==> src/design/cbds_pkg.sv <==
`default_nettype none

package cbds_pkg;

    localparam int MAX_CELLS   = 64;
    localparam int MV_W        = 13;
    localparam int IDX_W       = (MAX_CELLS > 1) ? $clog2(MAX_CELLS) : 1;
    localparam int CNT_W       = $clog2(MAX_CELLS + 1);
    localparam int ADDR_W      = IDX_W + 1;
    localparam int STORE_DEPTH = 2 ** ADDR_W;
    localparam int PROD_W      = 17;
    localparam int BIN_TOP     = 10;
    localparam int BIN_W       = 4;
    localparam int DUTY_W      = 7;
    localparam int DUTY_STEP   = 10;
    localparam int OUT_IDX_W   = 6;
    localparam int CFG_IDX_W   = 2;

    localparam logic [CFG_IDX_W-1:0] CFG_BALANCE_ENABLE = CFG_IDX_W'(0);
    localparam logic [CFG_IDX_W-1:0] CFG_OVER_LIMIT     = CFG_IDX_W'(1);
    localparam logic [CFG_IDX_W-1:0] CFG_FULL_LIMIT     = CFG_IDX_W'(2);

    localparam logic [MV_W-1:0] OVER_LIMIT_RESET = MV_W'(4200);
    localparam logic [MV_W-1:0] FULL_LIMIT_RESET = MV_W'(4175);

    typedef struct packed {
        logic [MV_W-1:0]  min_mv;
        logic [MV_W-1:0]  max_mv;
        logic [CNT_W-1:0] count;
        logic             bank;
    } job_t;

    typedef struct packed {
        logic              en;
        logic [ADDR_W-1:0] addr;
        logic [MV_W-1:0]   data;
    } store_wr_t;

    typedef struct packed {
        logic            balance_enable;
        logic [MV_W-1:0] over_limit_mv;
        logic [MV_W-1:0] full_limit_mv;
    } cfg_t;

    typedef enum logic [2:0] {
        BK_IDLE,
        BK_THRESH,
        BK_READ,
        BK_DIFF,
        BK_CMP,
        BK_EMIT,
        BK_OUT
    } back_state_t;

    function automatic logic [DUTY_W-1:0] duty_of(input logic [BIN_W-1:0] bin);
        logic [DUTY_W-1:0] d;
        begin
            d = DUTY_W'(bin) * DUTY_W'(DUTY_STEP);
            return d;
        end
    endfunction

endpackage

`default_nettype wire

==> src/design/cbds_front.sv <==
`default_nettype none

module cbds_front (
    input  wire logic                          clk,
    input  wire logic                          rst_n,
    input  wire logic                          in_valid,
    output logic                               in_stall,
    input  wire logic [cbds_pkg::MV_W-1:0]     cell_voltage_mv,
    input  wire logic                          last_cell,
    input  wire logic                          queue_full,
    output cbds_pkg::store_wr_t                store_wr,
    output logic                               push,
    output cbds_pkg::job_t                     push_job
);

    logic [cbds_pkg::CNT_W-1:0] count_reg, count_next;
    logic [cbds_pkg::MV_W-1:0]  min_reg, min_next;
    logic [cbds_pkg::MV_W-1:0]  max_reg, max_next;
    logic                       bank_reg, bank_next;

    logic                       accept;
    logic                       room;
    logic [cbds_pkg::CNT_W-1:0] cnt_upd;
    logic [cbds_pkg::MV_W-1:0]  min_upd;
    logic [cbds_pkg::MV_W-1:0]  max_upd;

    assign in_stall = queue_full;
    assign accept   = in_valid && !queue_full;
    assign room     = count_reg < cbds_pkg::CNT_W'(cbds_pkg::MAX_CELLS);

    // cells beyond the store size are neither stored nor tracked
    always_comb
    begin
        cnt_upd = count_reg;
        min_upd = min_reg;
        max_upd = max_reg;
        if (room)
        begin
            cnt_upd = count_reg + cbds_pkg::CNT_W'(1);
            if (cell_voltage_mv < min_reg)
                min_upd = cell_voltage_mv;
            if (cell_voltage_mv > max_reg)
                max_upd = cell_voltage_mv;
        end
    end

    always_comb
    begin
        store_wr.en   = accept && room;
        store_wr.addr = {bank_reg, count_reg[cbds_pkg::IDX_W-1:0]};
        store_wr.data = cell_voltage_mv;

        push            = accept && last_cell;
        push_job.min_mv = min_upd;
        push_job.max_mv = max_upd;
        push_job.count  = cnt_upd;
        push_job.bank   = bank_reg;

        count_next = count_reg;
        min_next   = min_reg;
        max_next   = max_reg;
        bank_next  = bank_reg;
        if (accept)
        begin
            if (last_cell)
            begin
                count_next = '0;
                min_next   = '1;
                max_next   = '0;
                bank_next  = !bank_reg;
            end
            else
            begin
                count_next = cnt_upd;
                min_next   = min_upd;
                max_next   = max_upd;
            end
        end
    end

    always_ff @(posedge clk or negedge rst_n)
    begin
        if (!rst_n)
        begin
            count_reg <= '0;
            min_reg   <= '1;
            max_reg   <= '0;
            bank_reg  <= 1'b0;
        end
        else
        begin
            count_reg <= count_next;
            min_reg   <= min_next;
            max_reg   <= max_next;
            bank_reg  <= bank_next;
        end
    end

endmodule

`default_nettype wire

==> src/design/cbds_queue.sv <==
`default_nettype none

module cbds_queue (
    input  wire logic    clk,
    input  wire logic    rst_n,
    input  wire logic    push,
    input  wire cbds_pkg::job_t push_job,
    input  wire logic    pop,
    output logic         full,
    output logic         job_valid,
    output cbds_pkg::job_t head
);

    cbds_pkg::job_t entry_reg [2];
    logic           wr_ptr_reg, wr_ptr_next;
    logic           rd_ptr_reg, rd_ptr_next;
    logic [1:0]     fill_reg, fill_next;

    assign full      = fill_reg == 2'd2;
    assign job_valid = fill_reg != 2'd0;
    assign head      = entry_reg[rd_ptr_reg];

    always_comb
    begin
        wr_ptr_next = push ? !wr_ptr_reg : wr_ptr_reg;
        rd_ptr_next = pop ? !rd_ptr_reg : rd_ptr_reg;
        fill_next   = fill_reg;
        if (push && !pop)
            fill_next = fill_reg + 2'd1;
        else if (pop && !push)
            fill_next = fill_reg - 2'd1;
    end

    always_ff @(posedge clk)
    begin
        if (push)
            entry_reg[wr_ptr_reg] <= push_job;
    end

    always_ff @(posedge clk or negedge rst_n)
    begin
        if (!rst_n)
        begin
            wr_ptr_reg <= 1'b0;
            rd_ptr_reg <= 1'b0;
            fill_reg   <= 2'd0;
        end
        else
        begin
            wr_ptr_reg <= wr_ptr_next;
            rd_ptr_reg <= rd_ptr_next;
            fill_reg   <= fill_next;
        end
    end

endmodule

`default_nettype wire

==> src/design/cbds_back.sv <==
`default_nettype none

module cbds_back (
    input  wire logic                              clk,
    input  wire logic                              rst_n,
    input  wire cbds_pkg::store_wr_t               store_wr,
    input  wire logic                              job_valid,
    input  wire cbds_pkg::job_t                    job,
    input  wire cbds_pkg::cfg_t                    cfg,
    output logic                                   job_done,
    output logic                                   out_valid,
    input  wire logic                              out_stall,
    output logic [cbds_pkg::OUT_IDX_W-1:0]         cell_index,
    output logic [cbds_pkg::DUTY_W-1:0]            duty_percent,
    output logic                                   over_voltage,
    output logic                                   pack_full,
    output logic                                   last_result
);

    logic [cbds_pkg::MV_W-1:0] store_mem [cbds_pkg::STORE_DEPTH];
    logic [cbds_pkg::MV_W-1:0] rd_data_reg;
    logic                      rd_en;
    logic [cbds_pkg::ADDR_W-1:0] rd_addr;

    cbds_pkg::back_state_t state_reg, state_next;
    logic [cbds_pkg::CNT_W-1:0]  idx_reg, idx_next;
    logic [cbds_pkg::BIN_W-1:0]  k_reg, k_next;
    logic [cbds_pkg::PROD_W-1:0] acc_reg, acc_next;
    logic [cbds_pkg::PROD_W-1:0] thr_reg [cbds_pkg::BIN_TOP];
    logic                        thr_we;
    logic [cbds_pkg::PROD_W-1:0] diff_reg, diff_next;
    logic [cbds_pkg::BIN_TOP-1:0] ge_reg, ge_next;

    logic                          out_valid_reg, out_valid_next;
    logic                          out_load;
    logic [cbds_pkg::OUT_IDX_W-1:0] cell_index_reg, cell_index_next;
    logic [cbds_pkg::DUTY_W-1:0]   duty_reg, duty_next;
    logic                          over_reg, over_next;
    logic                          full_reg, full_next;
    logic                          last_reg, last_next;

    logic [cbds_pkg::MV_W-1:0] span;
    logic [cbds_pkg::MV_W-1:0] delta;
    logic                      flat;

    assign flat  = job.max_mv <= job.min_mv;
    assign span  = flat ? '0 : job.max_mv - job.min_mv;
    assign delta = (rd_data_reg >= job.min_mv) ? rd_data_reg - job.min_mv : '0;

    assign rd_en   = state_reg == cbds_pkg::BK_READ;
    assign rd_addr = {job.bank, idx_reg[cbds_pkg::IDX_W-1:0]};

    always_ff @(posedge clk)
    begin
        if (store_wr.en)
            store_mem[store_wr.addr] <= store_wr.data;
        if (rd_en)
            rd_data_reg <= store_mem[rd_addr];
    end

    always_comb
    begin
        state_next      = state_reg;
        idx_next        = idx_reg;
        k_next          = k_reg;
        acc_next        = acc_reg;
        thr_we          = 1'b0;
        diff_next       = diff_reg;
        ge_next         = ge_reg;
        out_valid_next  = out_valid_reg;
        out_load        = 1'b0;
        cell_index_next = cell_index_reg;
        duty_next       = duty_reg;
        over_next       = over_reg;
        full_next       = full_reg;
        last_next       = last_reg;
        job_done        = 1'b0;

        case (state_reg)
            cbds_pkg::BK_IDLE:
            begin
                if (job_valid)
                begin
                    idx_next   = '0;
                    k_next     = '0;
                    acc_next   = '0;
                    state_next = cbds_pkg::BK_THRESH;
                end
            end
            // bin boundaries k*span, k = 1..10, one add per cycle
            cbds_pkg::BK_THRESH:
            begin
                acc_next = acc_reg + cbds_pkg::PROD_W'(span);
                thr_we   = 1'b1;
                k_next   = k_reg + cbds_pkg::BIN_W'(1);
                if (k_reg == cbds_pkg::BIN_W'(cbds_pkg::BIN_TOP - 1))
                    state_next = cbds_pkg::BK_READ;
            end
            cbds_pkg::BK_READ:
            begin
                state_next = cbds_pkg::BK_DIFF;
            end
            // 11 * (v - min) by shift and add
            cbds_pkg::BK_DIFF:
            begin
                diff_next = (cbds_pkg::PROD_W'(delta) << 3)
                          + (cbds_pkg::PROD_W'(delta) << 1)
                          + cbds_pkg::PROD_W'(delta);
                state_next = cbds_pkg::BK_CMP;
            end
            // thermometer code, saturates at ten so the top cell clamps
            cbds_pkg::BK_CMP:
            begin
                for (int k = 0; k < cbds_pkg::BIN_TOP; k++)
                    ge_next[k] = diff_reg >= thr_reg[k];
                state_next = cbds_pkg::BK_EMIT;
            end
            cbds_pkg::BK_EMIT:
            begin
                out_load        = 1'b1;
                out_valid_next  = 1'b1;
                cell_index_next = cbds_pkg::OUT_IDX_W'(idx_reg);
                if (!cfg.balance_enable || flat)
                    duty_next = '0;
                else
                    duty_next = cbds_pkg::duty_of(cbds_pkg::BIN_W'($countones(ge_reg)));
                over_next  = job.max_mv > cfg.over_limit_mv;
                full_next  = job.min_mv > cfg.full_limit_mv;
                last_next  = cbds_pkg::CNT_W'(idx_reg + cbds_pkg::CNT_W'(1)) == job.count;
                state_next = cbds_pkg::BK_OUT;
            end
            cbds_pkg::BK_OUT:
            begin
                if (!out_stall)
                begin
                    out_valid_next = 1'b0;
                    if (last_reg)
                    begin
                        job_done   = 1'b1;
                        state_next = cbds_pkg::BK_IDLE;
                    end
                    else
                    begin
                        idx_next   = idx_reg + cbds_pkg::CNT_W'(1);
                        state_next = cbds_pkg::BK_READ;
                    end
                end
            end
            default:
            begin
                state_next = cbds_pkg::BK_IDLE;
            end
        endcase
    end

    always_ff @(posedge clk or negedge rst_n)
    begin
        if (!rst_n)
        begin
            state_reg     <= cbds_pkg::BK_IDLE;
            out_valid_reg <= 1'b0;
        end
        else
        begin
            state_reg     <= state_next;
            out_valid_reg <= out_valid_next;
        end
    end

    always_ff @(posedge clk)
    begin
        idx_reg  <= idx_next;
        k_reg    <= k_next;
        acc_reg  <= acc_next;
        diff_reg <= diff_next;
        ge_reg   <= ge_next;
        if (thr_we)
            thr_reg[k_reg] <= acc_next;
        if (out_load)
        begin
            cell_index_reg <= cell_index_next;
            duty_reg       <= duty_next;
            over_reg       <= over_next;
            full_reg       <= full_next;
            last_reg       <= last_next;
        end
    end

    assign out_valid    = out_valid_reg;
    assign cell_index   = cell_index_reg;
    assign duty_percent = duty_reg;
    assign over_voltage = over_reg;
    assign pack_full    = full_reg;
    assign last_result  = last_reg;

endmodule

`default_nettype wire

==> src/design/cell_balancer_duty_select.sv <==
// Cell balancer duty selector.
// Input channel (in_valid / in_stall): one cell voltage in mV per transfer,
// cells in index order, last_cell set on the final cell of a pack. Cells are
// taken one per cycle while in_stall is low.
// Output channel (out_valid / out_stall): after the last cell of a pack, one
// result per stored cell in index order, last_result set on the final one.
// With the back end idle, once the last cell transfers the back end picks up
// the pack, runs a pass that builds the bin boundaries from the pack span,
// then takes each cell through the store read, scale, compare and output
// register. Each further result goes through these steps again after the
// previous one transfers, so they do not overlap, and the receiver holding
// out_stall high delays them further.
// Two packs may be held at once: one being emitted from one half of the cell
// store while the next loads into the other half. in_stall rises when both
// halves are taken and falls when the older pack's last result transfers.
// Cells beyond 64 in a pack are dropped; their last_cell mark still counts.
// A stalled result holds its payload until it transfers. The user must write
// configuration (cfg_write_en, cfg_index, cfg_data) between packs; the block
// does not enforce this. After reset: balancing disabled, over limit
// 4200 mV, full limit 4175 mV, no pack pending, out_valid low.
`default_nettype none

module cell_balancer_duty_select (
    input  wire logic                                clk,
    input  wire logic                                rst_n,
    input  wire logic                                in_valid,
    output logic                                     in_stall,
    input  wire logic [12:0]                         cell_voltage_mv,
    input  wire logic                                last_cell,
    output logic                                     out_valid,
    input  wire logic                                out_stall,
    output logic [5:0]                               cell_index,
    output logic [6:0]                               duty_percent,
    output logic                                     over_voltage,
    output logic                                     pack_full,
    output logic                                     last_result,
    input  wire logic                                cfg_write_en,
    input  wire logic [cbds_pkg::CFG_IDX_W-1:0]      cfg_index,
    input  wire logic [12:0]                         cfg_data
);

    logic                      enable_reg;
    logic [cbds_pkg::MV_W-1:0] over_limit_reg;
    logic [cbds_pkg::MV_W-1:0] full_limit_reg;
    cbds_pkg::cfg_t            cfg;

    cbds_pkg::store_wr_t store_wr;
    logic                push;
    cbds_pkg::job_t      push_job;
    logic                queue_full;
    logic                job_valid;
    cbds_pkg::job_t      head;
    logic                job_done;

    always_ff @(posedge clk or negedge rst_n)
    begin
        if (!rst_n)
        begin
            enable_reg     <= 1'b0;
            over_limit_reg <= cbds_pkg::OVER_LIMIT_RESET;
            full_limit_reg <= cbds_pkg::FULL_LIMIT_RESET;
        end
        else if (cfg_write_en)
        begin
            case (cfg_index)
                cbds_pkg::CFG_BALANCE_ENABLE: enable_reg     <= cfg_data[0];
                cbds_pkg::CFG_OVER_LIMIT:     over_limit_reg <= cfg_data;
                cbds_pkg::CFG_FULL_LIMIT:     full_limit_reg <= cfg_data;
                default:                      ;
            endcase
        end
    end

    assign cfg.balance_enable = enable_reg;
    assign cfg.over_limit_mv  = over_limit_reg;
    assign cfg.full_limit_mv  = full_limit_reg;

    cbds_front u_front (
        .clk             (clk),
        .rst_n           (rst_n),
        .in_valid        (in_valid),
        .in_stall        (in_stall),
        .cell_voltage_mv (cell_voltage_mv),
        .last_cell       (last_cell),
        .queue_full      (queue_full),
        .store_wr        (store_wr),
        .push            (push),
        .push_job        (push_job)
    );

    cbds_queue u_queue (
        .clk       (clk),
        .rst_n     (rst_n),
        .push      (push),
        .push_job  (push_job),
        .pop       (job_done),
        .full      (queue_full),
        .job_valid (job_valid),
        .head      (head)
    );

    cbds_back u_back (
        .clk          (clk),
        .rst_n        (rst_n),
        .store_wr     (store_wr),
        .job_valid    (job_valid),
        .job          (head),
        .cfg          (cfg),
        .job_done     (job_done),
        .out_valid    (out_valid),
        .out_stall    (out_stall),
        .cell_index   (cell_index),
        .duty_percent (duty_percent),
        .over_voltage (over_voltage),
        .pack_full    (pack_full),
        .last_result  (last_result)
    );

endmodule

`default_nettype wire

==> config.mk <==
export PLATFORM = sky130hd
export DESIGN_NAME = cell_balancer_duty_select
export DESIGN_NICKNAME = d
export VERILOG_FILES = /design/src/design/cbds_pkg.sv /design/src/design/cbds_front.sv /design/src/design/cbds_queue.sv /design/src/design/cbds_back.sv /design/src/design/cell_balancer_duty_select.sv
export SDC_FILE = /design/constraint.sdc
export NUM_CORES = 2
export LEC_CHECK = 0
export BUFFER_PORTS_ARGS = -buffer_cell sky130_fd_sc_hd__buf_2
export CORE_ASPECT_RATIO = 1.4
export CORE_MARGIN = 2
export CORE_UTILIZATION = 35
export CTS_BUF_LIST = sky130_fd_sc_hd__clkbuf_16
export CTS_CLUSTER_DIAMETER = 50
export DETAILED_ROUTE_END_ITERATION = 16
export GPL_TIMING_DRIVEN = 1
export PLACE_DENSITY = 0.53
export SLEW_MARGIN = 40
export SYNTH_ARGS = -nofsm -noshare
export SYNTH_HDL_FRONTEND = slang
export SYNTH_HIERARCHICAL = 1
export SYNTH_SLANG_ARGS = --single-unit
==> constraint.sdc <==
create_clock -name clk -period 5.1 [get_ports clk]
set_clock_uncertainty 0.1 [all_clocks]
set_input_delay 0.51 -clock clk [delete_from_list [all_inputs] [get_ports clk]]
set_output_delay 0.51 -clock clk [all_outputs]
set_load 0.01 [all_outputs]
======== Yosys cells after proc, flatten, opt, wreduce, memory -nomap -nowiden ========
Memories as Yosys holds them, arrays and structs flattened. A register that Yosys moved wholly into a read port is not among the register bits.
Index checks and enable logic that the tools add are counted.
word-level totals
  input bits .............................. 34
  memories kept ........................... 3
  RAM bits ................................ 1902
  ROM bits ................................ 0
  logic and storage cells ................. 145
  bits in latches ......................... 0
  bits in registers ....................... 140
memories
  memory             words  bits a word  rd ports  clocked after Yosys merged registers in  write ports  line              text
  u_back.store_mem   128    13           1         1                                        1            cbds_back.sv:20   logic [cbds_pkg::MV_W-1:0] store_mem [cbds_pkg::STORE_DEPTH];
  u_back.thr_reg     10     17           10        0                                        1            cbds_back.sv:29   logic [cbds_pkg::PROD_W-1:0] thr_reg [cbds_pkg::BIN_TOP];
  u_queue.entry_reg  2      34           1         0                                        1            cbds_queue.sv:14  cbds_pkg::job_t entry_reg [2];
operators by class
  add/sub/neg operators ................... 19
  bitwise operators ....................... 0
  magnitude comparators ................... 17
  equality and inequality tests ........... 15
  reductions and logical operators ........ 29
  shift-type cells ........................ 0
  multiplexer cells ....................... 38
  div/mod/pow operators ................... 0
  multiply operators ...................... 1
operators by type and width
  operator                                                       count
  17-bit greater-or-equal comparator                             10
  13-bit two-way mux                                             8
  13-bit > comparator                                            3
  7-bit two-way mux                                              5
  17-bit by 13-bit adder with 17-bit output                      2
  17-bit one-hot mux with 2 select lines                         1
  13-bit subtractor                                              2
  3-bit one-hot mux with 7 select lines                          1
  16-bit by 14-bit adder with 17-bit output                      1
  17-bit two-way mux                                             1
  4-bit adder                                                    4
  7-bit by 1-bit adder with 7-bit output, second input constant  2
  7-bit one-hot mux with 2 select lines                          1
  2-bit AND reduction                                            7
  13-bit greater-or-equal comparator                             1
  13-bit <= comparator                                           1
  13-bit less-than comparator                                    1
  1-bit two-way mux                                              12
  1-bit by 1-bit adder with 2-bit output                         5
  2-bit nonzero test                                             5
  3-bit equality test, second input constant                     3
  3-bit two-way mux                                              3
  4-bit one-hot mux with 2 select lines                          1
  7-bit equality test                                            1
  22 further kinds                                               38

======== Depth between registers and ports, before layout ========
  word-level depth ........................ 8
  depth in mapped cells ................... 23
  depth with buffers taken out ............ 20

======== Cells and area by module ========
Netlist, hierarchy kept.
modules (own cells, without submodules)
  module                     sequential area each (um2)  area each (um2)  cells an instance  instances
  cbds_back                  57495.1                     80209.4          4456               1
  cbds_front                 867.1                       2796.4           308                1
  cbds_queue                 2142.1                      2793.9           122                1
  cell_balancer_duty_select  688.2                       1137.3           59                 1

======== Least setup slack after synthesis ========
No wires, ideal clock.
  kind .................................... reg-to-reg
  from .................................... register u_queue.rd_ptr_reg
  to ...................................... register u_back/diff_reg[15] (netlist bit), data pin
  path buffers ............................ 3
  library setup time ...................... 0.275 ns
  slack ................................... -0.133 ns
  arrival ................................. 4.858 ns
  cell stages (with the launch flop) ...... 23
  cells stage by stage .................... dfrtp_1 -> buf_6 -> buf_12 -> mux2_4 -> inv_1 -> ha_1 -> nand3_1 -> or4_1 -> o21ai_1 -> a21o_1 -> nor2_1 -> clkbuf_1 -> a211oi_2 -> inv_1 -> fa_1 -> inv_1 -> ha_1 -> nand3_1 -> o211ai_1 -> o41ai_1 -> o21bai_1 -> o41ai_1 -> xor2_1
RTL lines
  what                      line              text
  start: declaration        cbds_queue.sv:16  logic rd_ptr_reg, rd_ptr_next;
  start signal: assignment  cbds_queue.sv:51  rd_ptr_reg <= rd_ptr_next;
  end signal: assignment    cbds_back.sv:175  diff_reg <= diff_next;
  end: declaration          cbds_back.sv:31   logic [cbds_pkg::PROD_W-1:0] diff_reg, diff_next;

==> impl_metrics.env <==
export IMPL_ys_seq_area_frac=0.7039
export IMPL_die_h_um=593.7
export IMPL_critical_path_startpoint_type="flip-flop"
export IMPL_firstDrtPassIters=5
export IMPL_synth_xor_area_frac=0.006246
export IMPL_dp_hpwl_um=141800
export IMPL_p_leak_uw=0.03531
export IMPL_gp_congestion=0.8518
export IMPL_path_cells="buf_12, mux2_4, ha_1, fa_2, nor2b_2, o21ai_1, a21boi_2, o21ai_2, a211o_1, or4b_1, a31oi_1, ha_1, buf_4, nand2_1, a21oi_1, o32a_1, a31o_2, a41oi_1, o21ai_1, o31ai_2, buf_4"
export IMPL_grt_usage=0.1736
export IMPL_rsz0062_at_grt="true"
export IMPL_via_count=45510
export IMPL_status="completed"
export IMPL_ys_types=86
export IMPL_syn_to_final_growth_pct=15.59
export IMPL_hp_class="in -> reg"
export IMPL_drc=0
export IMPL_wl_per_cell_um=25.30
export IMPL_synth_area_leaders="edfxtp_1, mux4_2, ha_1"
export IMPL_maxSlewViolCount=0
export IMPL_critPathMaxStageDelay_ns=0.48
export IMPL_cp_max_fo=10
export IMPL_yosys_mux_area_fraction=0.1310
export IMPL_fin_crit_sh=0.9684
export IMPL_worstSkewPairLatency_ns=0.89
export IMPL_crit_path_top_delay_cell="or4b_1"
export IMPL_ir_drop_mv=0.3712
export IMPL_dp_cells=8438
export IMPL_synth_compound_area_frac=0.04485
export IMPL_syn_avg_cell_area_um2=17.58
export IMPL_start_util=0.3516
export IMPL_clockBufferDepth=4
export IMPL_ant_nets=0
export IMPL_largest_reg_flops=1664
export IMPL_worst_slack_ns=0.1612
export IMPL_syn_nets=5288
export IMPL_grt_pass1_vias=46600
export IMPL_core_area_um2=247300
export IMPL_synth_most_common_cell="edfxtp_1"
export IMPL_grt_max_degree=108
export IMPL_async_flop_share=0.03359
export IMPL_wl_um=223600
export IMPL_arrival_ns=5.54
export IMPL_synth_top_family_by_area="multiplexers"
export IMPL_placed_cell_area_um2=93400
export IMPL_die_w_um=425.2
export IMPL_syn_cell_area_um2=86940
export IMPL_synthCells=4945
export IMPL_power_total_uw=51570
export IMPL_grt_pass1_wl_um=322400
export IMPL_row_count=216
export IMPL_final_cells=8839
export IMPL_ios=52
export IMPL_fin_nets=5750
export IMPL_htree_levels=4
export IMPL_synth_warnings=6
export IMPL_fin_area_um2=100500
export IMPL_powerDensity_nw_per_um2=513.2
export IMPL_cts_tree="yes"
export IMPL_synth_top_cell_area_share=0.6798
export IMPL_max_freq_ghz=0.2025
export IMPL_viasPerCell=5.148
export IMPL_finalHoldViolations=0
export IMPL_synth_commonest_cells="edfxtp_1, mux4_2, inv_1, ha_1, mux2i_1"
export IMPL_dp_worst_setup_slack_ns=-0.3531
export IMPL_postLayoutCoreUtil=0.4064
export IMPL_min_period_ns=4.939
export IMPL_setup_violations=0
export IMPL_yosys_area_top_type="edfxtp_1"
export IMPL_drt_iter0_markers=3560
export IMPL_synth_edff_count=1968
export IMPL_grt_overflow_total=0
export IMPL_dieArea_um2=252500
export IMPL_worst_pin_slew_ns=1.072
export IMPL_cts_buffers_inserted=208
export IMPL_clkTransAtPathRegs_ns=0.06
export IMPL_crit_type="reg -> reg"
export IMPL_synthAdderAreaFrac=0.04628
export IMPL_worst_ep_required_time_ns=5.70
export IMPL_synth_simple_area_share=0.04057
export IMPL_io_buffers=50
export IMPL_slew_headroom=0.2856
export IMPL_ctsRootBufferMaster="clkbuf_16"
export IMPL_end_kind="flip-flop"
export IMPL_cap_viol_max_count=0
export IMPL_ys_flop_type="edfxtp_1"
export IMPL_synth_seq_cells=2054
export IMPL_drive_above_1_share=0.2292
export IMPL_cts_sinks=2054
export IMPL_grt_antenna_before_repair=3
[final cells by class]
type,instances,area [um^2]
repair buffers,468,3752
inverters,307,1162
multi-input cells,2368,23890
well taps,3270,4091
diodes,2,5.005
clock buffers,210,5255
fillers,22230,146800
flip-flops and latches,2054,61190
clock inverters,160,1140
[critical path, delay by kind of cell, from the launching register on]
| kind | cells | cell delay, ns |
|---|---|---|
| buffers and inverters | 3 | 0.54 |
| AO/OA/AOI/OAI | 11 | 1.89 |
| AND/OR/NAND/NOR | 3 | 0.68 |
| adder cells (fa/ha/maj) | 3 | 0.84 |
| multiplexers | 1 | 0.32 |
| flip-flops | 1 | 0.44 |
[routing by layer]
layer,GRT usage,routed length [um],vias to the layer above
li1,-,-,20400
met1,0.2081,87790,23810
met2,0.3157,118500,937
met3,0.01855,7921,361
met4,0.06971,9377,0
met5,0,0,-
[power breakdown]
part / switching, uW / internal [uW] / total [uW]
Sequential: 638 / 19800 / 20500
Clock: 6390 / 8160 / 14600
Combinational: 9400 / 7150 / 16600
[metrics by stage]
stage	setup TNS, ns	hold slack [ns]
finish	0	0.05411
CTS	0	0.0009428
floorplan	0	0.1144
global placement	-13.45	0.3719
global route	-0.09326	0.03761
detailed placement	-15.34	0.3841
[kinds of logic after synthesis]
logic type	count (synthesis)
other cells	1
fa+ha+maj	309
flops	2054
xor+xnor	62
compound gates	583
buf+inv	524
mux	689
simple gates	723
[final timing paths]
path	from	end	slack [ns]	cells past startpoint
setup reg to reg	u_queue/rd_ptr_reg	u_back/thr_reg[4][16]	0.16	21
hold / removal	cell_voltage_mv[6]	u_back/store_mem[18][6]	0.05	1
setup / recovery	u_queue/rd_ptr_reg	u_back/thr_reg[4][16]	0.16	21
min in group asynchronous	rst_n	full_limit_reg[4]	0.09	2
max in group asynchronous	rst_n	u_queue/rd_ptr_reg	3.88	3
hold reg to reg	u_queue/fill_reg[1]	u_queue/fill_reg[1]	0.39	1
[cells in the final DEF (no fill, tap or decap), types with 45 or more instances in the layout]
cell | Yosys | layout
edfxtp_1 | 1968 | 1968
buf_4 | 48 | 379
inv_1 | 306 | 339
mux4_2 | 338 | 338
mux2i_1 | 286 | 286
ha_1 | 288 | 275
nor2_1 | 250 | 245
clkbuf_16 | 0 | 210
nand2_1 | 127 | 126
o21ai_0 | 130 | 119
a21oi_1 | 112 | 106
nor2b_1 | 88 | 81
o22ai_1 | 80 | 80
nor3_1 | 58 | 53
mux2_4 | 49 | 51
nand3_1 | 49 | 47
clkinv_1 | 1 | 45
dfrtp_1 | 46 | 45
[what timing repair did]
action | CTS | global route
hold buffers | 20 | 0
buffers inserted | 1 | 5
endpoints found under the hold margin | 147 | 0
endpoints found under the setup margin | 90 | 119
cloned | 0 | 3
pin swaps | 1 | 24
resized for setup | 10 | 91
Note: power is estimated with default switching activity, not from simulation.
